==> src/rtl/dat_ram.sv <==
`timescale 1ns / 1ps
`default_nettype none
// ----------------------------------------------------------------------------
// dat_ram
// Generic single-port synchronous RAM, registered read (read-first).
// ----------------------------------------------------------------------------
module dat_ram #(
  parameter int WIDTH = 8,
  parameter int DEPTH = 16
) (
  input  wire logic                     clk_i,
  input  wire logic                     we_i,
  input  wire logic [$clog2(DEPTH)-1:0] addr_i,
  input  wire logic [WIDTH-1:0]         wdata_i,
  output logic      [WIDTH-1:0]         rdata_o
);

  logic [WIDTH-1:0] mem_q [DEPTH];
  logic [WIDTH-1:0] rdata_q;

  always_ff @(posedge clk_i) begin
    if (we_i) begin
      mem_q[addr_i] <= wdata_i;
    end
    rdata_q <= mem_q[addr_i];
  end

  assign rdata_o = rdata_q;

endmodule
`default_nettype wire

==> config.mk <==
export PLATFORM = sky130hd
export DESIGN_NAME = dat_ram
export DESIGN_NICKNAME = d
export VERILOG_FILES = /design/src/rtl/dat_ram.sv
export SDC_FILE = /design/constraint.sdc
export NUM_CORES = 1
export LEC_CHECK = 0
export BUFFER_PORTS_ARGS = -buffer_cell sky130_fd_sc_hd__buf_2
export CORE_MARGIN = 2
export CORE_UTILIZATION = 35
export CTS_CLUSTER_DIAMETER = 50
export DETAILED_ROUTE_END_ITERATION = 8
export GPL_TIMING_DRIVEN = 0
export PLACE_DENSITY = 0.5
export SLEW_MARGIN = 20
export SYNTH_ARGS = -nofsm -noshare
export SYNTH_HDL_FRONTEND = slang
export SYNTH_SLANG_ARGS = --single-unit
export TNS_END_PERCENT = 1
==> constraint.sdc <==
create_clock -name clk_i -period 3.3 [get_ports clk_i]
set_input_delay 0.165 -clock clk_i [delete_from_list [all_inputs] [get_ports clk_i]]
set_output_delay 0.165 -clock clk_i [all_outputs]
set_load 0.005 [all_outputs]
==> results.md <==
| Parameter | Reported |
|:---|:---|
| Hold bufs inserted after CTS | 0 |
| Crit path time final | 1.97 ns |
| Largest voltage drop on the vdd net | 0.269 mV |
| Sum of met3 wire segment lengths after detailed routing | 427 um |
| Starting Density | 0.362 |
| Maximum number of pins on one net before global-route repair | 17 |
| Top-level I/O count | 22 |
| Wire length on met1 | 4.84 mm |
| Cells resized by post-CTS repair | 0 |
| Met2 layer wire length in the routed design | 4.93 mm |
| Setup repair after global routing missed its margin | no |
| Detailed Route Iter0 Violations | 214 |
| Endpoint class of the critical path | register |
| Clk Latency, worst-skew pair | 0.41 ns |
| Chip Width | 124 um |
| Post-detailed-placement half-perimeter wirelength | 6.51 mm |
| Post-synthesis cell type with the largest combined area | sky130_fd_sc_hd__edfxtp_1 |
| Std-Cell Rows | 43 |
| Number of instances in the synthesized netlist | 230 |
| Setup violators final | 0 |
| Startpoint Class | primary input |
| Vias after detailed routing | 2333 |
| Type of the worst min-delay path | in2reg |
| Clock tree from TritonCTS | done |
| Count of unique library cells instantiated by Yosys | 18 |
| Number of remaining DRC errors | 0 |
| Max Cap Viol | 0 |
| Total length of routed wires | 10.3 mm |
| Port Buf Inserts | 19 |
| Status | finished clean |
| Sequential standard cell area | 4000 um2 |
| Post-DRT Antenna Nets | 0 |
| Maximum fanout count along the critical path | 10 |
| Max-slew violation count | 0 |
| Hold Violations, Final | 0 |
| Worst flop-to-flop path startpoint | mem_q[11][0] |
| Synth Cell Area | 5070 um2 |
| Final TNS setup | 0 ns |
| Number of inserted diodes | 0 |
| Placer Congestion | 0.739 |
| First element of the critical path | addr_i[1] |
| Vias in the first global route | 2329 |
| Inserted Clock Buffers | 17 |
| Required time of the critical path | 3.33 ns |
| Std-Cell Core Area | 14000 um2 |
| Clock tree root buffer cell | sky130_fd_sc_hd__clkbuf_16 |
| Kind of critical path | in2reg |
| Highest clock rate | 508 MHz |
| Combined area of the multi-input logic cells | 1020 um2 |
| Final clock skew | 0.00407 ns |
| CTS H-tree depth | 4 |
| Leakage power | 1.93 nW |
| Rel. slew slack | 0.407 |
| Area grow syn2layout | 18.0% |
| Die area | 15500 um2 |
| Die Height | 124 um |
| Top Layer Used | met4 |
| Number of filler cells placed in the layout | 1239 |
| Syn nets | 244 |
| Worst hold start | wdata_i[6] |
| Worst slew pin tran | 0.887 ns |
| Fraction of layout cells with a size suffix above 1 | 0.327 |
| Net count reported at finish | 282 |
| Total power consumption of the routed design | 3.91 mW |
| Register area share after synthesis | 0.790 |
| Count of warnings emitted by yosys | 0 |
| Vias per std cell | 5.06 |
| Routed wire length per instance | 22.4 um |
| Avg Inst Size Synth | 22.0 um2 |
| Top cells by area, synth | sky130_fd_sc_hd__edfxtp_1, sky130_fd_sc_hd__mux4_2, sky130_fd_sc_hd__dfxtp_1 |
| Total GRT Usage | 0.141 |
| Sum of overflow across all layers after global routing | 0 |
| Number of antenna violations at the first check in global routing | 0 |
| Number of iterations in the first detailed-routing pass | 4 |
| Ratio of final minimum period to clock period | 0.597 |
| Maximum root-to-sink buffer count | 2 |
| Number of buffers added for setup after CTS | 0 |
| Cell Pwr Density | 653 nW/um2 |
| Post-synthesis sequential element count | 136 |
| Arr. time, crit path | 2.00 ns |
| Clock transition at the registers of the reported paths | 0.05 ns |
| Area share of the largest cell type after synthesis | 0.759 |
| Total number of clock tree sinks | 136 |
| Global-route wire length before repair | 15.3 mm |
## sequential cells by signal, summed over array words and instances (netlist names)
name     cells
mem_q      128
rdata_o      8
## final cells by class
type | instances | share of cell area
clock inverters | 9 | 0.0121
repair buffers | 19 | 0.0159
well taps | 180 | 0.0377
multi-input cells | 83 | 0.171
flip-flops and latches | 136 | 0.670
clock buffers | 23 | 0.0833
plain buffers | 11 | 0.0100
## cell usage after synthesis (all sizes together)
master and count:
nor2b 2, edfxtp 128, mux4 32, buf 8, nor2 13, nand2 9, clkbuf 3, nand3 1
nand3b 2, nand2b 2, nor3 4, a22oi 16, dfxtp 8, or3b 1, and2 1
## cells by family after synthesis
| kind of cell | after synthesis | synth area share |
|---|---|---|
| multiplexers | 32 | 0.142 |
| AO/OA/AOI/OAI | 16 | 0.0237 |
| buffers and inverters | 11 | 0.0119 |
| AND/OR/NAND/NOR | 35 | 0.0321 |
| flip-flops | 136 | 0.790 |
## placed cells by master (no fill, tap or decap)
cell type / count
sky130_fd_sc_hd__edfxtp_1: 128
sky130_fd_sc_hd__mux4_2: 32
sky130_fd_sc_hd__buf_2: 21
sky130_fd_sc_hd__clkbuf_16: 17
sky130_fd_sc_hd__a22oi_1: 16
sky130_fd_sc_hd__nor2_1: 13
sky130_fd_sc_hd__nand2_1: 9
sky130_fd_sc_hd__dfxtp_1: 8
sky130_fd_sc_hd__clkinv_2: 7
sky130_fd_sc_hd__clkbuf_8: 5
sky130_fd_sc_hd__buf_1: 4
sky130_fd_sc_hd__nor3_2: 4
sky130_fd_sc_hd__clkbuf_1: 3
sky130_fd_sc_hd__nor2b_1: 2
sky130_fd_sc_hd__buf_6: 2
sky130_fd_sc_hd__nand3b_1: 2
sky130_fd_sc_hd__nand2b_1: 2
sky130_fd_sc_hd__clkbuf_2: 1
sky130_fd_sc_hd__and2_1: 1
sky130_fd_sc_hd__nand3_1: 1
sky130_fd_sc_hd__or3b_2: 1
sky130_fd_sc_hd__clkinvlp_4: 1
sky130_fd_sc_hd__bufinv_16: 1
## through the flow
step | area [um2] | hold slack, ns | util | std cells | worst slack, ns
after floorplan | 5070 | 0.264 | - | 230 | 1.64
after global placement | 5390 | 0.544 | 0.385 | 429 | 0.999
after detailed placement | 5410 | 0.541 | 0.387 | 429 | 0.894
after CTS | 5980 | 0.165 | 0.427 | 461 | 1.33
after global routing | 5980 | 0.168 | 0.427 | 461 | 1.15
final | 5980 | 0.167 | 0.427 | 461 | 1.33
## where the power goes
| part | internal, mW | total, mW | leakage (nW) | switching, mW |
|---|---|---|---|---|
| Sequential | 1.93 | 1.94 | 1.22 | 0.00859 |
| Clock | 1.13 | 1.78 | 0.288 | 0.656 |
| Combinational | 0.0729 | 0.184 | 0.422 | 0.111 |
| Total | 3.13 | 3.91 | 1.93 | 0.775 |
## critical path, stage by stage
cell and delay, ns:
sky130_fd_sc_hd__buf_2 0.28, sky130_fd_sc_hd__buf_1 0.53, sky130_fd_sc_hd__nand2_1 0.27, sky130_fd_sc_hd__nor2_1 0.74
## layer usage
layer / global-route usage / vias to the layer above
li1: - / 1041
met1: 0.196 / 1226
met2: 0.213 / 58
met3: 0.0382 / 8
met4: 0.0535 / 0
met5: 0 / -
## final timing paths
| kind | endpoint | cells past startpoint | slack (ns) |
|---|---|---|---|
| setup / recovery | mem_q[3][0] | 4 | 1.33 |
| setup reg to reg | rdata_o[0] | 3 | 1.91 |
| hold / removal | mem_q[15][6] | 1 | 0.17 |
| hold reg to reg | rdata_o[0] | 3 | 0.69 |
Note: power is estimated with default switching activity, not from simulation.
