==> src/rtl/dat_pkg.sv <==
`timescale 1ns / 1ps
`default_nettype none
// ----------------------------------------------------------------------------
// dat_pkg
// Shared types and codes for the double-array trie step block.
// ----------------------------------------------------------------------------
package dat_pkg;

  localparam int BASE_W  = 13;
  localparam int CHECK_W = 12;
  localparam int POS_W   = 12;
  localparam int INDEX_W = 12;
  localparam int STAT_W  = 2;

  localparam logic [POS_W-1:0] ROOT_SLOT = 12'd1;

  // command codes
  localparam logic CMD_WRITE = 1'b0;
  localparam logic CMD_STEP  = 1'b1;

  // result status codes
  localparam logic [STAT_W-1:0] STATUS_MISS       = 2'd0;
  localparam logic [STAT_W-1:0] STATUS_INNER      = 2'd1;
  localparam logic [STAT_W-1:0] STATUS_WORD_END   = 2'd2;
  localparam logic [STAT_W-1:0] STATUS_WRITE_DONE = 2'd3;

  typedef enum logic [1:0] {
    ST_CLEAR,
    ST_IDLE,
    ST_RESP
  } state_e;

  // sequencer to datapath
  typedef struct packed {
    logic busy;
    logic clear;
    logic accept;
    logic resp;
  } ctrl_t;

endpackage
`default_nettype wire

==> src/rtl/dat_seq.sv <==
`timescale 1ns / 1ps
`default_nettype none
// ----------------------------------------------------------------------------
// dat_seq
// Command sequencer: post-reset clearing sweep, accept and response phases.
// ----------------------------------------------------------------------------
module dat_seq #(
  parameter int TABLE_DEPTH = 4096
) (
  input  wire logic                           clk_i,
  input  wire logic                           rst_ni,
  input  wire logic                           start_i,
  output dat_pkg::ctrl_t                      ctrl_o,
  output logic [$clog2(TABLE_DEPTH)-1:0]      clr_addr_o
);

  localparam int AW = $clog2(TABLE_DEPTH);
  localparam logic [AW-1:0] CLR_LAST = AW'(TABLE_DEPTH - 1);

  dat_pkg::state_e state_q, state_d;
  logic [AW-1:0]   clr_cnt_q, clr_cnt_d;

  // next state
  always_comb begin
    state_d   = state_q;
    clr_cnt_d = clr_cnt_q;
    case (state_q)
      dat_pkg::ST_CLEAR: begin
        clr_cnt_d = clr_cnt_q + AW'(1);
        if (clr_cnt_q == CLR_LAST) begin
          state_d = dat_pkg::ST_IDLE;
        end
      end
      dat_pkg::ST_IDLE: begin
        if (start_i) begin
          state_d = dat_pkg::ST_RESP;
        end
      end
      dat_pkg::ST_RESP: begin
        state_d = dat_pkg::ST_IDLE;
      end
      default: begin
        state_d = dat_pkg::ST_IDLE;
      end
    endcase
  end

  // outputs
  always_comb begin
    ctrl_o = '0;
    case (state_q)
      dat_pkg::ST_CLEAR: begin
        ctrl_o.busy  = 1'b1;
        ctrl_o.clear = 1'b1;
      end
      dat_pkg::ST_IDLE: begin
        ctrl_o.accept = start_i;
      end
      dat_pkg::ST_RESP: begin
        ctrl_o.busy = 1'b1;
        ctrl_o.resp = 1'b1;
      end
      default: begin
        ctrl_o.busy = 1'b1;
      end
    endcase
  end

  assign clr_addr_o = clr_cnt_q;

  always_ff @(posedge clk_i or negedge rst_ni) begin
    if (!rst_ni) begin
      state_q   <= dat_pkg::ST_CLEAR;
      clr_cnt_q <= '0;
    end else begin
      state_q   <= state_d;
      clr_cnt_q <= clr_cnt_d;
    end
  end

endmodule
`default_nettype wire

==> config.mk <==
export PLATFORM = sky130hd
export DESIGN_NAME = dat_seq
export DESIGN_NICKNAME = d
export VERILOG_FILES = /design/src/rtl/dat_pkg.sv /design/src/rtl/dat_seq.sv
export SDC_FILE = /design/constraint.sdc
export NUM_CORES = 1
export LEC_CHECK = 0
export ABC_AREA = 1
export BUFFER_PORTS_ARGS = -buffer_cell sky130_fd_sc_hd__buf_2
export CAP_MARGIN = 10
export CORE_MARGIN = 2
export CORE_UTILIZATION = 53
export CTS_BUF_LIST = sky130_fd_sc_hd__clkbuf_16
export DETAILED_ROUTE_END_ITERATION = 10
export PLACE_DENSITY_LB_ADDON = 0.08
export SYNTH_ARGS = -nofsm -noshare
export SYNTH_HDL_FRONTEND = slang
export SYNTH_SLANG_ARGS = --single-unit
==> constraint.sdc <==
create_clock -name clk_i -period 3 [get_ports clk_i]
set_clock_uncertainty 0.2 [all_clocks]
set_input_delay 0.6 -clock clk_i [delete_from_list [all_inputs] [get_ports clk_i]]
set_output_delay 0.6 -clock clk_i [all_outputs]
set_load 0.03 [all_outputs]
==> summary.txt <==
Run status
  – Status: completed

STA
  – RSZ-0062 raised after global routing: no
  – Final min period: 1930 ps
  – Setup TNS Final: 0 ps
  – Slew Limit Fails: 0
  – F_max: 0.517 GHz
  – Fin crit share: 0.644
  – Final setup viols: 0
  – Relative slew slack: 0.785
  – Fin. Hold Viols: 0
  – Worst-Margin Slew: 322 ps

Layout
  – Diode count: 0
  – Area growth, synth to finish: 25.0%
  – Final-layout fill cell count: 104
  – Most common cell after layout, fill and taps aside: nand2_1
  – Commonest non-fill, non-tap cells in the layout: nand2_1, buf_2, dfrtp_1
  – # nets final: 111
  – Layout cell share with drive strength beyond 1: 0.283
  – Finished Layout Cells: 121

Setup path
  – Setup Crit Path Kind: register to output port
  – Worst setup EP type: output port
  – Startpoint types: register
  – CP cell instances: inv_1 -> nand2_1 -> nor2_1 -> buf_2
  – CP max stage delay: 400 ps
  – Crit path buf inv count: 2
  – Worst Path Required: 2200 ps
  – CP top delay family: flip-flops
  – Slowest cell on crit path: dfrtp_1
  – Arrival @ worst endpoint: 1130 ps
  – Worst Path Max Fanout: 3

Power and ir drop
  – Int Power: 0.000524 W
  – P per Cell Area: 1020 nW/µm²
  – Clock power frac: 0.276
  – Reg power frac: 0.333
  – Worst VDD drop: 708 µV
  – Sw power: 0.000393 W
  – Leakage: 0.488 nW
  – Part of the power in combinational logic: 0.391
  – Switching Share: 0.429

Place
  – Placer Congestion: 0.757
  – Placed insts: 117
  – Post-DP HPWL: 974 µm
  – Port buffer count: 18

Floorplanning
  – Row Count: 13
  – I/O pins: 19
  – Die height: 40.9 µm
  – Die Footprint: 1670 µm²
  – Die Wd: 40.9 µm
  – Initial Utilization: 0.562
  – Core Region: 1280 µm²

GRT
  – Gr busiest metal: met2
  – First-pass GRT wire length: 2340 µm
  – Vias in the first global route: 564
  – GR met2 Demand/Resource: 0.371
  – GRT Util Overall: 0.220
  – GRT met1 Usage: 0.262
  – Met3 Use GR: 0.0652
  – Largest net degree at the start of global routing: 15
  – Initial antenna violation count: 0
  – Congestion Overflow GR: 0

CTS
  – H-Tree Depth: 1
  – Cts hold-fix bufs: 0
  – Post-CTS resize count: 0
  – TritonCTS clock tree: yes
  – Reg clk slew, reported paths: 50 ps
  – Setup Fix Bufs, Post-CTS: 0
  – Num CTS Buffers: 3
  – Clock Path Buffers: 2
  – Worst-Skew Late Latency: 240 ps
  – CTS Sinks: 14
  – CTS Root Cell: clkbuf_16

Yosys
  – Post-Syn Area: 722 µm²
  – Synth Area in Compound Gates: 0.0243
  – #FFs+latches synth: 14
  – Syn Inst Count: 85
  – Largest cells by area after synthesis: dfrtp_1, nand2_1, inv_1, nor2_4, xnor2_1
  – Area share of the largest cell type after synthesis: 0.485
  – Yosys cell types: 20
  – Post-Synth XOR/XNOR Area: 0.0728
  – Post-Syn Nets: 89
  – Synth area leader: dfrtp_1
  – Post-synthesis sequential area ratio: 0.485
  – Ys Warns: 0
  – Simple-gate share of the synthesized area: 0.322
  – Multiplexer share of the synthesized area: 0
  – Largest family of logic cells by synthesized area: simple AND/OR/NAND/NOR gates
  – Avg Cell Area, Syn: 8.49 µm²
  – Post-synthesis adder-cell area fraction: 0.0173

Hold path
  – Worst hold-check path type: primary input to async pin

Job
  – Max-cap violations: 0

Routing
  – WL final: 1440 µm
  – Antenna viol nets, final: 0
  – DRT Pass-1 Iters: 4
  – DRT iter0 DRCs: 20
  – DRC: 0
  – Drt via density: 5.02
  – Vias: 608
  – DR WL/cell: 11.9 µm
kinds of logic (layout without fill, tap and decap cells):
group / after synthesis / count (layout)
compound gates: 3 / 3
xor+xnor: 6 / 6
fa+ha+maj: 1 / 1
buf+inv: 14 / 35
flops: 14 / 14
simple gates: 47 / 47
final cells by class:
| class | instances | area [µm²] | share of cell area |
|---|---|---|---|
| tap | 15 | 18.8 | 0.0208 |
| timing repair buffer | 18 | 90.1 | 0.0999 |
| clock inverter | 1 | 3.75 | 0.00416 |
| sequential | 14 | 350 | 0.388 |
| inverter | 13 | 48.8 | 0.0541 |
| clock buffer | 3 | 75.1 | 0.0832 |
| multi-input combinational | 57 | 315 | 0.350 |
synthesized netlist by cell type:
cell / number
nand4_1: 3
nor2_4: 3
dfrtp_1: 14
nor2_2: 3
inv_2: 1
nand2_1: 25
xnor2_1: 3
o21ai_1: 1
nand2_2: 1
a21oi_1: 1
nand3_1: 3
nor2_1: 5
ha_1: 1
o21bai_1: 1
nand3b_1: 1
xor2_1: 3
buf_4: 1
nor3_1: 2
inv_1: 12
nand3_2: 1
metrics by stage:
stage          hold WS (ps)  worst slack (ps)  total power [W]   util  area [µm²]
6_report               46.5              1070         0.000917  0.702         902
5_1_grt                75.5               952         0.000975  0.702         902
4_1_cts                56.7              1070         0.000920  0.702         902
3_5_place_dp            306              1160         0.000662  0.641         823
3_3_place_gp            304              1170         0.000652  0.641         823
2_1_floorplan           104              1120         0.000575      -         722
final timing paths:
path / from / endpoint / slack, ps / depth (start not counted)
setup / recovery: state_q[1]$_DFFE_PN0P_ / ctrl_o[1] / 1070 / 4
hold / removal: rst_ni / clr_addr_o[0]$_DFFE_PN0N_ / 50 / 1
hold reg to reg: clr_addr_o[7]$_DFFE_PN0N_ / clr_addr_o[7]$_DFFE_PN0N_ / 310 / 1
setup reg to reg: clr_addr_o[0]$_DFFE_PN0N_ / clr_addr_o[8]$_DFFE_PN0N_ / 1390 / 6
min in group clk_i: clr_addr_o[7]$_DFFE_PN0N_ / clr_addr_o[7]$_DFFE_PN0N_ / 310 / 1
max in group asynchronous: rst_ni / clr_addr_o[4]$_DFFE_PN0N_ / 2310 / 1
layer usage:
| layer | share of wire | up-vias |
|---|---|---|
| met2 | 0.49 | 20 |
| met3 | 0.040 | 4 |
| met1 | 0.45 | 276 |
| met5 | 0 | - |
| li1 | - | 308 |
| met4 | 0.010 | 0 |
state kept, by name (all words and copies together), names as in the netlist:
signal and count:
clr_addr_o 12, state_q 2
power by group through the flow:
| stage | registers, W | clock network (W) | logic (W) |
|---|---|---|---|
| final | 0.000306 | 0.000253 | 0.000359 |
| after global routing | 0.000317 | 0.000264 | 0.000394 |
| after CTS | 0.000305 | 0.000255 | 0.000361 |
| after detailed placement | 0.000306 | 0 | 0.000356 |
| after global placement | 0.000305 | 0 | 0.000348 |
| after floorplan | 0.000379 | 0 | 0.000196 |
No activity file was read; power rests on OpenSTA's default activity.
